--- src/rtl/core/nsr_pkg.sv ---
// nsr_pkg: widths, constants, register indexes and controller types
// shared by the newton square root block; no dependencies
package nsr_pkg;

  localparam int EST_W    = 32;
  localparam int TARGET_W = 48;
  localparam int SQ_W     = 2 * EST_W;
  localparam int ROOT_W   = 24;
  localparam int STEPS_W  = 7;
  localparam int TOL_W    = 32;
  localparam int CFG_W    = 32;
  localparam int CFG_IDX_W = 1;
  localparam int FRAC_W   = 16;

  localparam logic [EST_W-1:0]   ONE_Q16     = EST_W'(32'h0001_0000);
  localparam logic [ROOT_W-1:0]  ROOT_MAX    = {ROOT_W{1'b1}};
  localparam logic [STEPS_W-1:0] MAX_ITERATIONS = STEPS_W'(64);

  localparam logic [TOL_W-1:0]   TOL_RESET   = TOL_W'(2147);
  localparam logic [STEPS_W-1:0] LIMIT_RESET = STEPS_W'(64);

  // divider retires this many quotient bits per cycle
  localparam int DIV_BITS  = 2;
  localparam int DIV_STEPS = TARGET_W / DIV_BITS;
  localparam int DIV_CNT_W = $clog2(DIV_STEPS);

  localparam logic [CFG_IDX_W-1:0] REG_TOLERANCE  = CFG_IDX_W'(0);
  localparam logic [CFG_IDX_W-1:0] REG_ITER_LIMIT = CFG_IDX_W'(1);

  typedef enum logic [2:0] {
    ST_IDLE,
    ST_SQUARE,
    ST_DIFF,
    ST_TEST,
    ST_DIVIDE,
    ST_UPDATE,
    ST_FINISH
  } state_t;

  typedef struct packed {
    logic load;
    logic square;
    logic diff;
    logic div_start;
    logic update;
    logic capture;
  } dp_cmd_t;

  typedef struct packed {
    logic close;
    logic est_zero;
    logic div_done;
  } dp_status_t;

endpackage

--- src/rtl/core/nsr_divider.sv ---
// nsr_divider: unsigned 48-by-32 restoring divider, two quotient bits a cycle
// depends on nsr_pkg
module nsr_divider (
  input  logic                          clk,
  input  logic                          rst,
  input  logic                          start,
  input  logic [nsr_pkg::TARGET_W-1:0]  dividend,
  input  logic [nsr_pkg::EST_W-1:0]     divisor,
  output logic [nsr_pkg::TARGET_W-1:0]  quotient,
  output logic                          done
);

  logic                            busy;
  logic [nsr_pkg::DIV_CNT_W-1:0]   cnt;
  logic [nsr_pkg::EST_W-1:0]       rem;
  logic [nsr_pkg::TARGET_W-1:0]    quo;
  logic [nsr_pkg::EST_W-1:0]       rem_next;
  logic [nsr_pkg::TARGET_W-1:0]    quo_next;

  // quo shifts dividend bits out at the top and quotient bits in at the bottom
  always_comb begin
    logic [nsr_pkg::EST_W:0] r;
    rem_next = rem;
    quo_next = quo;
    r = '0;
    for (int i = 0; i < nsr_pkg::DIV_BITS; i++) begin
      r = {rem_next, quo_next[nsr_pkg::TARGET_W-1]};
      quo_next = {quo_next[nsr_pkg::TARGET_W-2:0], 1'b0};
      if (r >= {1'b0, divisor}) begin
        r = r - {1'b0, divisor};
        quo_next[0] = 1'b1;
      end
      rem_next = r[nsr_pkg::EST_W-1:0];
    end
  end

  always_ff @(posedge clk) begin
    if (rst) begin
      busy <= 1'b0;
      done <= 1'b0;
      cnt  <= '0;
    end else begin
      done <= 1'b0;
      if (start) begin
        busy <= 1'b1;
        cnt  <= '0;
      end else if (busy) begin
        cnt <= cnt + 1'b1;
        if (cnt == nsr_pkg::DIV_CNT_W'(nsr_pkg::DIV_STEPS - 1)) begin
          busy <= 1'b0;
          done <= 1'b1;
        end
      end
    end
  end

  always_ff @(posedge clk) begin
    if (start) begin
      rem <= '0;
      quo <= dividend;
    end else if (busy) begin
      rem <= rem_next;
      quo <= quo_next;
    end
  end

  assign quotient = quo;

endmodule

--- src/rtl/core/nsr_datapath.sv ---
// nsr_datapath: estimate, square, error and heron update registers
// depends on nsr_pkg and nsr_divider
module nsr_datapath (
  input  logic                          clk,
  input  logic                          rst,
  input  nsr_pkg::dp_cmd_t              cmd,
  input  logic [31:0]                   radicand,
  input  logic [nsr_pkg::TOL_W-1:0]     tolerance,
  output nsr_pkg::dp_status_t           status,
  output logic [nsr_pkg::ROOT_W-1:0]    root
);

  logic [nsr_pkg::TARGET_W-1:0] target;
  logic [nsr_pkg::EST_W-1:0]    est;
  logic [nsr_pkg::SQ_W-1:0]     sq;
  logic [nsr_pkg::SQ_W-1:0]     diff;
  logic [nsr_pkg::SQ_W-1:0]     target_wide;
  logic [nsr_pkg::SQ_W-1:0]     sq_full;
  logic [nsr_pkg::TARGET_W-1:0] quotient;
  logic [nsr_pkg::TARGET_W:0]   sum;
  logic [nsr_pkg::TARGET_W-1:0] mean;
  logic [nsr_pkg::EST_W-1:0]    est_next;
  logic                         div_done;

  nsr_divider u_div (
    .clk      (clk),
    .rst      (rst),
    .start    (cmd.div_start),
    .dividend (target),
    .divisor  (est),
    .quotient (quotient),
    .done     (div_done)
  );

  assign target_wide = {{(nsr_pkg::SQ_W - nsr_pkg::TARGET_W){1'b0}}, target};
  assign sq_full     = est * est;

  // truncated mean, saturated to the estimate width
  assign sum  = {{(nsr_pkg::TARGET_W + 1 - nsr_pkg::EST_W){1'b0}}, est}
              + {1'b0, quotient};
  assign mean = sum[nsr_pkg::TARGET_W:1];
  assign est_next = (|mean[nsr_pkg::TARGET_W-1:nsr_pkg::EST_W]) ? {nsr_pkg::EST_W{1'b1}}
                                                                : mean[nsr_pkg::EST_W-1:0];

  always_ff @(posedge clk) begin
    if (cmd.load) begin
      target <= {radicand, {nsr_pkg::FRAC_W{1'b0}}};
      est    <= nsr_pkg::ONE_Q16;
    end else if (cmd.update) begin
      est <= est_next;
    end
    if (cmd.square) begin
      sq <= sq_full;
    end
    if (cmd.diff) begin
      diff <= (sq >= target_wide) ? (sq - target_wide) : (target_wide - sq);
    end
    if (cmd.capture) begin
      root <= (|est[nsr_pkg::EST_W-1:nsr_pkg::ROOT_W]) ? nsr_pkg::ROOT_MAX
                                                      : est[nsr_pkg::ROOT_W-1:0];
    end
  end

  assign status.close    = (diff <= {{(nsr_pkg::SQ_W - nsr_pkg::TOL_W){1'b0}}, tolerance});
  assign status.est_zero = (est == '0);
  assign status.div_done = div_done;

endmodule

--- src/rtl/core/nsr_ctrl.sv ---
// nsr_ctrl: sequencer for square, error, test, divide and update, step counting and result beat
// depends on nsr_pkg
module nsr_ctrl (
  input  logic                          clk,
  input  logic                          rst,
  input  logic                          in_valid,
  output logic                          in_stall,
  output logic                          out_valid,
  input  logic                          out_stall,
  input  logic [nsr_pkg::STEPS_W-1:0]   iteration_limit,
  input  nsr_pkg::dp_status_t           status,
  output nsr_pkg::dp_cmd_t              cmd,
  output logic [nsr_pkg::STEPS_W-1:0]   steps_used,
  output logic                          converged
);

  nsr_pkg::state_t             state, state_next;
  logic [nsr_pkg::STEPS_W-1:0] steps;
  logic [nsr_pkg::STEPS_W-1:0] limit;
  logic                        ok;
  logic                        accept;

  assign in_stall = rst || (state != nsr_pkg::ST_IDLE);
  assign accept   = in_valid && !in_stall;

  always_ff @(posedge clk) begin
    if (rst) begin
      state <= nsr_pkg::ST_IDLE;
    end else begin
      state <= state_next;
    end
  end

  always_comb begin
    state_next = state;
    cmd        = '0;
    unique case (state)
      nsr_pkg::ST_IDLE: begin
        if (accept) begin
          cmd.load   = 1'b1;
          state_next = nsr_pkg::ST_SQUARE;
        end
      end
      nsr_pkg::ST_SQUARE: begin
        cmd.square = 1'b1;
        state_next = nsr_pkg::ST_DIFF;
      end
      nsr_pkg::ST_DIFF: begin
        cmd.diff   = 1'b1;
        state_next = nsr_pkg::ST_TEST;
      end
      nsr_pkg::ST_TEST: begin
        if (status.close || status.est_zero || steps >= limit) begin
          state_next = nsr_pkg::ST_FINISH;
        end else begin
          cmd.div_start = 1'b1;
          state_next    = nsr_pkg::ST_DIVIDE;
        end
      end
      nsr_pkg::ST_DIVIDE: begin
        if (status.div_done) begin
          state_next = nsr_pkg::ST_UPDATE;
        end
      end
      nsr_pkg::ST_UPDATE: begin
        cmd.update = 1'b1;
        state_next = nsr_pkg::ST_SQUARE;
      end
      nsr_pkg::ST_FINISH: begin
        // hold the finished result until the output register is free
        if (!out_valid || !out_stall) begin
          cmd.capture = 1'b1;
          state_next  = nsr_pkg::ST_IDLE;
        end
      end
      default: begin
        state_next = nsr_pkg::ST_IDLE;
      end
    endcase
  end

  always_ff @(posedge clk) begin
    if (rst) begin
      out_valid <= 1'b0;
      steps     <= '0;
      limit     <= '0;
      ok        <= 1'b0;
    end else begin
      if (cmd.load) begin
        steps <= '0;
        limit <= (iteration_limit > nsr_pkg::MAX_ITERATIONS) ? nsr_pkg::MAX_ITERATIONS
                                                             : iteration_limit;
      end
      if (state == nsr_pkg::ST_TEST) begin
        ok <= status.close;
      end
      if (cmd.update) begin
        steps <= steps + 1'b1;
      end
      if (cmd.capture) begin
        out_valid <= 1'b1;
      end else if (!out_stall) begin
        out_valid <= 1'b0;
      end
    end
  end

  always_ff @(posedge clk) begin
    if (cmd.capture) begin
      steps_used <= steps;
      converged  <= ok;
    end
  end

  a_step_bound: assert property (@(posedge clk) disable iff (rst)
    (state == nsr_pkg::ST_DIVIDE) |-> (steps < limit))
    else $error("divide running with step budget used up");

  a_steps_max: assert property (@(posedge clk) disable iff (rst)
    steps <= nsr_pkg::MAX_ITERATIONS)
    else $error("step counter beyond maximum");

  a_capture_free: assert property (@(posedge clk) disable iff (rst)
    cmd.capture |-> (!out_valid || !out_stall))
    else $error("result captured over a waiting beat");

  a_done_in_divide: assert property (@(posedge clk) disable iff (rst)
    status.div_done |-> (state == nsr_pkg::ST_DIVIDE))
    else $error("divider finished outside divide state");

  a_start_divide: assert property (@(posedge clk) disable iff (rst)
    cmd.div_start |=> (state == nsr_pkg::ST_DIVIDE) && !status.div_done)
    else $error("divide start not followed by divide wait");

endmodule

--- src/rtl/core/newton_square_root.sv ---
// newton_square_root: top level with configuration registers
// depends on nsr_pkg, nsr_ctrl, nsr_datapath
//
// Square root of an unsigned Q16.16 radicand by Heron's iteration starting at 1.0.
// Input channel: radicand with in_valid / in_stall; a beat is taken when
// in_valid is high and in_stall low. Output channel: root, steps_used and
// converged with out_valid / out_stall, held steady while stalled.
// One item is worked on at a time. After an accepted beat the sequencer
// runs the square, the error and the tolerance test, then for each refinement
// step the radix-4 divider (two quotient bits per cycle over the 48-bit
// dividend), the mean, the square, the error and the tolerance test, and then
// raises out_valid. A new radicand is taken as soon as the previous one
// is finished, even while its result still waits in the output register;
// if that result is still stalled when the next one completes, the
// sequencer holds in its final state until the output register frees.
// Configuration: cfg_write with cfg_index 0 (tolerance) or 1 (iteration limit)
// and cfg_data, written by the user only while idle; the block does not enforce it.
// Reset (rst, synchronous) restores tolerance 2147 and limit 64, empties
// the output register and keeps in_stall high while asserted.
module newton_square_root (
  input  logic                            clk,
  input  logic                            rst,
  input  logic                            in_valid,
  output logic                            in_stall,
  input  logic [31:0]                     radicand,
  output logic                            out_valid,
  input  logic                            out_stall,
  output logic [nsr_pkg::ROOT_W-1:0]      root,
  output logic [nsr_pkg::STEPS_W-1:0]     steps_used,
  output logic                            converged,
  input  logic                            cfg_write,
  input  logic [nsr_pkg::CFG_IDX_W-1:0]   cfg_index,
  input  logic [nsr_pkg::CFG_W-1:0]       cfg_data
);

  logic [nsr_pkg::TOL_W-1:0]   tolerance;
  logic [nsr_pkg::STEPS_W-1:0] iteration_limit;
  nsr_pkg::dp_cmd_t            cmd;
  nsr_pkg::dp_status_t         status;

  always_ff @(posedge clk) begin
    if (rst) begin
      tolerance       <= nsr_pkg::TOL_RESET;
      iteration_limit <= nsr_pkg::LIMIT_RESET;
    end else if (cfg_write) begin
      unique case (cfg_index)
        nsr_pkg::REG_TOLERANCE:  tolerance       <= cfg_data[nsr_pkg::TOL_W-1:0];
        nsr_pkg::REG_ITER_LIMIT: iteration_limit <= cfg_data[nsr_pkg::STEPS_W-1:0];
        default: begin
        end
      endcase
    end
  end

  nsr_ctrl u_ctrl (
    .clk             (clk),
    .rst             (rst),
    .in_valid        (in_valid),
    .in_stall        (in_stall),
    .out_valid       (out_valid),
    .out_stall       (out_stall),
    .iteration_limit (iteration_limit),
    .status          (status),
    .cmd             (cmd),
    .steps_used      (steps_used),
    .converged       (converged)
  );

  nsr_datapath u_dp (
    .clk       (clk),
    .rst       (rst),
    .cmd       (cmd),
    .radicand  (radicand),
    .tolerance (tolerance),
    .status    (status),
    .root      (root)
  );

endmodule
--- config.mk ---
export PLATFORM = sky130hd
export DESIGN_NAME = newton_square_root
export DESIGN_NICKNAME = d
export VERILOG_FILES = /design/src/rtl/core/nsr_pkg.sv /design/src/rtl/core/nsr_divider.sv /design/src/rtl/core/nsr_datapath.sv /design/src/rtl/core/nsr_ctrl.sv /design/src/rtl/core/newton_square_root.sv
export SDC_FILE = /design/constraint.sdc
export NUM_CORES = 2
export LEC_CHECK = 0
export ABC_AREA = 1
export BUFFER_PORTS_ARGS = -buffer_cell sky130_fd_sc_hd__clkbuf_2
export CORE_MARGIN = 5
export CORE_UTILIZATION = 30
export DETAILED_ROUTE_END_ITERATION = 10
export PLACE_DENSITY = 0.56
export SYNTH_ARGS = -nofsm -noshare
export SYNTH_HDL_FRONTEND = slang
export SYNTH_SLANG_ARGS = --single-unit
--- constraint.sdc ---
create_clock -name clk -period 7.1 [get_ports clk]
set_input_delay 0.355 -clock clk [delete_from_list [all_inputs] [get_ports clk]]
set_output_delay 0.355 -clock clk [all_outputs]
set_load 0.01 [all_outputs]
Word-level counts from Yosys, hierarchy flattened
Cells that the tools add are included.

cells by class
  $add $sub $neg = 7
  bitwise logic cells = 2
  $mul = 1
  equality and inequality tests = 11
  $lt $le $gt $ge = 6
  mux-type cells = 31
  reductions and logical operators = 20

operator list
  cell                                                                   number
  32-bit two-way mux                                                     3
  48-bit two-way mux                                                     2
  33-bit by 32-bit greater-or-equal comparator with 1-bit output         2
  64-bit by 48-bit greater-or-equal comparator with 1-bit output         1
  64-bit by 32-bit <= comparator with 1-bit output                       1
  32-bit by 32-bit multiplier with 64-bit output                         1
  64-bit two-way mux                                                     1
  32-bit subtractor                                                      2
  48-bit by 64-bit subtractor with 64-bit output                         1
  64-bit by 48-bit subtractor with 64-bit output                         1
  32-bit by 48-bit adder with 49-bit output                              1
  32-bit logical NOT                                                     1
  7-bit two-way mux                                                      3
  3-bit one-hot mux with 7 select lines                                  1
  1-bit two-way mux                                                      17
  16-bit OR reduction                                                    1
  3-bit equality test, second input constant                             3
  3-bit two-way mux                                                      3
  2-bit by 1-bit != test with 1-bit output, second input constant        4
  8-bit OR reduction                                                     1
  7-bit by 1-bit adder with 7-bit output, second input constant          1
  7-bit greater-or-equal comparator                                      1
  7-bit greater-than comparator, second input constant                   1
  3-bit by 2-bit equality test with 1-bit output, second input constant  2
  other kinds (15)                                                       23

storage, ports and cells
  input port bits = 70
  logic and storage cells = 98
  output and inout bits = 34
  register bits = 369

Logic depth before layout (Yosys ltp)
  depth after elaboration = 8
  mapped depth = 34
  gate-level depth less buffers = 32

Hierarchy
From an unflattened synthesis, not the netlist that was laid out.

second synthesis, totals
  cells, all modules = 7,880
  area total of the unflattened synthesis = 59,424.5 um^2

by module, submodules not included
  module              seq. area each (um^2)  cells each  area an instance (um^2)  instances
  nsr_datapath        6,135.9                6,095       47,961.0                 1
  nsr_divider         2,222.1                1,402       8,558.2                  1
  newton_square_root  780.7                  230         1,589.0                  1
  nsr_ctrl            620.6                  153         1,316.3                  1

Worst setup path before layout
Ideal clock, no wire load.

  path kind = register -> register
  from = reg u_dp.est[5] in the netlist's numbering
  to = reg u_dp.sq[46] in the netlist's numbering (data pin)
  library setup time = 0.265 ns
  period minus slack after synthesis = 7.360 ns
  data required time = 6.835 ns
  path buffers = 3
  arrival time = 7.095 ns
  stages on the path, launching flop included = 27
  slack = -0.260 ns
  path through = dfxtp_1 > clkbuf_1 > clkbuf_1 > buf_1 > nand2_1 > inv_1 > fa_1 > fa_1 > fa_1 > inv_1 > fa_1 > inv_1 > fa_1 > fa_1 > fa_1 > inv_1 > fa_1 > inv_1 > ha_1 > a21oi_1 > a21boi_0 > o21ai_0 > a21oi_1 > nand2_1 > a21boi_0 > o21ai_0 > xor2_1

on the way
  cells in the longest elaborated chain, start to end = 1

ends and longest elaborated chain
  item                                            line                RTL
  from (decl)                                     nsr_datapath.sv:14  logic [nsr_pkg::EST_W-1:0] est;
  from (signal assigned)                          nsr_datapath.sv:48  est <= nsr_pkg::ONE_Q16;
  from (signal assigned)                          nsr_datapath.sv:50  est <= est_next;
  32-bit by 32-bit multiplier with 64-bit output  nsr_datapath.sv:36  assign sq_full = est * est;
  named net u_dp.sq_full (one bit)                nsr_datapath.sv:18  logic [nsr_pkg::SQ_W-1:0] sq_full;
  to (signal assigned)                            nsr_datapath.sv:53  sq <= sq_full;
  to (decl)                                       nsr_datapath.sv:15  logic [nsr_pkg::SQ_W-1:0] sq;

The timed path passes the listed nets, and every way through them passes these cells.
A chain may end at the register's enable or synchronous reset.

Final worst setup path
  from = reg u_dp.est[8] in the netlist's numbering
  to = reg u_dp.sq[56] in the netlist's numbering (data pin)

The elaborated chain is that of the path after synthesis.

==> key figures <==
Route
  • Drt total wl: 209000 µm
  • Avg WL per Cell: 19.0 µm
  • First-pass iteration count of the detailed router: 8
  • Initial drt markers: 3226
  • Vias/cell: 4.67
  • Routed via count: 51400
  • Post-DRT Antenna Nets: 0
  • DRC Markers: 0

Outcome
  • Outcome: finished clean

Yosys
  • Syn Nets: 9103
  • Post-synthesis sequential area ratio: 16.6%
  • Syn avg cell area: 7.59 µm²
  • Unique masters post-synth: 57
  • Yosys reg bits: 368
  • Mapped Cells: 7743
  • Synth Warn #: 0
  • Post-Syn Area: 0.0587 mm²

CTS
  • H-tree depth: 2
  • Clk buf depth: 3
  • TritonCTS clock tree: yes
  • Worst skew pair latency: 0.67 ns
  • CTS buffer count: 47
  • # clock sinks: 368
  • CTS clock-pin slew for the worst setup and hold paths: 0.06 ns
  • Root buffer cell: clkbuf_16

Critical path
  • Crit path launch type: flop
  • Critical path endpoint category: flop
  • R2R cell count: 30
  • Reg-to-reg startpoint: u_dp.est[8]
  • CP max stage cell: fa_1
  • Worst path max stage delay: 0.57 ns
  • FF-to-FF End: u_dp.sq[56]
  • Worst EP required: 7.48 ns
  • Worst path top cell family by delay: adder cells
  • Crit-path max FO: 6
  • Critical path class: reg -> reg
  • Signal arrival time at the worst endpoint: 7.37 ns
  • Worst R2R Setup Slack: 0.11 ns
  • Crit path depth: 30
  • Worst Path Buf+Inv: 10

STA
  • Hold Fails Final Rpt: 0
  • Pins Over Slew Limit: 0
  • Setup TNS: 0 ns
  • Fmax: 143 MHz
  • Final setup viols: 0
  • Tmin final: 6.99 ns
  • Setup WS post-layout: 0.115 ns
  • Slew margin rel.: 18.8%
  • Post-Route Skew: 0.0488 ns
  • RSZ-0062 raised after global routing: true
  • Final period utilization: 98.4%
  • Least-Margin Pin Slew: 1.21 ns

Job
  • Max-capacitance violation count: 0

Finish
  • Synth-to-Final Area Change: 20.6%
  • Post-route design area: 0.0709 mm²
  • Share of cells above drive strength 1: 15.1%
  • Nets: 9697
  • Fillers: 20300

Worst hold path
  • Min-delay worst type: in -> reg
  • Hold Path End: u_ctrl.out_valid
  • WHS Path Cells: 3
  • Hold_sp: out_stall

Die
  • Full die area: 0.205 mm²
  • I/O pin count: 104
  • Die X: 453 µm
  • Core area: 0.195 mm²
  • Row count: 162
  • Die Height: 453 µm
  • Initial Util: 30.2%

GRT
  • Largest net degree at the start of global routing: 85
  • Grt ovf: 0
  • GRT Util Overall: 20.0%
  • Vias in the first global route: 53000
  • Initial antenna violation count: 3
  • First-pass GRT wire length: 315000 µm

Placed design
  • I/O Buffers: 103
  • Area after DPL: 0.0659 mm²
  • Routability cong.: 0.957
  • Setup WS pre-CTS: -0.410 ns
  • Detailed Place HPWL: 178000 µm
-- synthesized netlist by cell type (all sizes together) --
library cell	number	area share [%]
nor3	48	0.48
nand3	274	2.6
o21a	21	0.27
a21o	32	0.41
ha	493	10
clkbuf	140	0.90
nand2b	1	0.011
xnor2	82	1.2
a221oi	5	0.075
o21ai	344	2.9
buf	65	0.70
a22oi	6	0.077
inv	2058	13
o221ai	3	0.045
a21oi	335	2.9
a31oi	48	0.51
or2	5	0.053
a211oi	5	0.064
xor2	155	2.3
nand2	1733	11
fa	797	27
nand3b	7	0.089
o211ai	13	0.17
o211a	1	0.017
o21bai	46	0.59
o31ai	4	0.051
a21boi	11	0.14
a32o	1	0.017
dfxtp	129	4.4
nor2	536	3.6
or4	1	0.013
a31o	6	0.089
and2	4	0.043
edfxtp	239	12
nand4	65	0.70
clkinv	2	0.013
nor4	16	0.17
and3	8	0.085
nor3b	3	0.038
o2111ai	1	0.015
-- metal layers --
metal	vias up	track usage, %	wire length (µm)
met5	-	0	0
met4	0	6.37	7800
met3	295	1.96	9180
met2	1256	34.6	101000
met1	25300	26.2	91300
li1	24600	-	-
-- flip-flops by register name, summed over array words and instances, names as in the netlist, 3 cells and up --
register / cells
u_ctrl.state: 3
u_dp.u_div.rem: 32
u_ctrl.steps_used: 7
u_dp.diff: 64
u_dp.est: 32
u_dp.target: 32
tolerance: 32
u_dp.sq: 63
u_ctrl.limit: 7
iteration_limit: 7
u_dp.u_div.quotient: 48
u_dp.root: 24
u_ctrl.steps: 7
u_dp.u_div.cnt: 5
-- cell type report --
type	instances	area [µm²]	share of cell area, %
multi-input combinational	5110	42000	59.3
sequential	368	9840	13.9
inverter	2060	7730	10.9
timing repair buffer	750	6330	8.94
tap	2624	3280	4.63
clock buffer	57	1280	1.80
clock inverter	30	404	0.570
antenna	1	2.50	0.00353
-- worst register-to-register path, delay by kind of cell (launching register included) --
kind,cells,cell delay [ns]
AO/OA/AOI/OAI,4,0.57
AND/OR/NAND/NOR,6,0.70
flip-flops,1,0.37
adder cells (fa/ha/maj),9,4.10
XOR/XNOR,1,0.17
buffers and inverters,10,0.83
-- cell usage in the layout, fill, tap and decap left out, types with 32 or more instances in the layout --
master         count
o21ai_0          296
xnor2_1           77
fa_2              41
nand3_2           42
clkbuf_2         103
buf_6             47
buf_4            487
nand3_1          229
dlygate4sd3_1     63
ha_1             458
nand4_1           64
edfxtp_1         239
a31oi_1           40
fa_1             756
a21oi_1          291
nor2_1           478
nand2_2           73
nand2_1         1643
a21o_1            32
o21bai_1          41
xor2_1           148
a21oi_2           32
inv_1           1978
dfxtp_1          101
inv_2             79
nor3_1            36
clkbuf_16         52
-- repair_timing --
action                                 CTS  global route
endpoints found under the hold margin   68             0
pin swaps                               99           214
hold buffers                            63             0
setup endpoints to repair               43            45
gates cloned                             3             3
resized for setup                      182           394
setup buffers                           19            28
-- metrics by stage --
step / std cells / hold WS (ns) / util, %
2_1_floorplan: 7743 / 0.409 / -
6_report: 11000 / 0.0613 / 36.4
3_3_place_gp: 10800 / 0.452 / 33.8
5_1_grt: 11000 / 0.0864 / 36.4
4_1_cts: 11000 / 0.0226 / 35.5
3_5_place_dp: 10800 / 0.453 / 33.8
-- cells by family after synthesis --
kind of cell | count (synthesis) | synth area share [%]
flip-flops | 368 | 16.6
buffers and inverters | 2265 | 14.8
AND/OR/NAND/NOR | 2701 | 19.1
adder cells (fa/ha/maj) | 1290 | 37.7
XOR/XNOR | 237 | 3.53
AO/OA/AOI/OAI | 882 | 8.33
-- worst max-delay path by stage --
stage | startpoint | endpoint | slack [ns]
2_1_floorplan | u_dp.est[18] | u_dp.sq[36] | 0.01
3_3_place_gp | u_dp.est[6] | u_dp.sq[36] | -0.45
3_5_place_dp | u_dp.est[16] | u_dp.sq[36] | -0.41
4_1_cts | u_dp.est[12] | u_dp.sq[62] | -0.008
5_1_grt | u_dp.est[10] | u_dp.sq[60] | -0.08
6_report | u_dp.est[8] | u_dp.sq[56] | 0.11
Power is not shown: default switching activity piles up to over one toggle a cycle in this logic, so the estimate is an artifact.
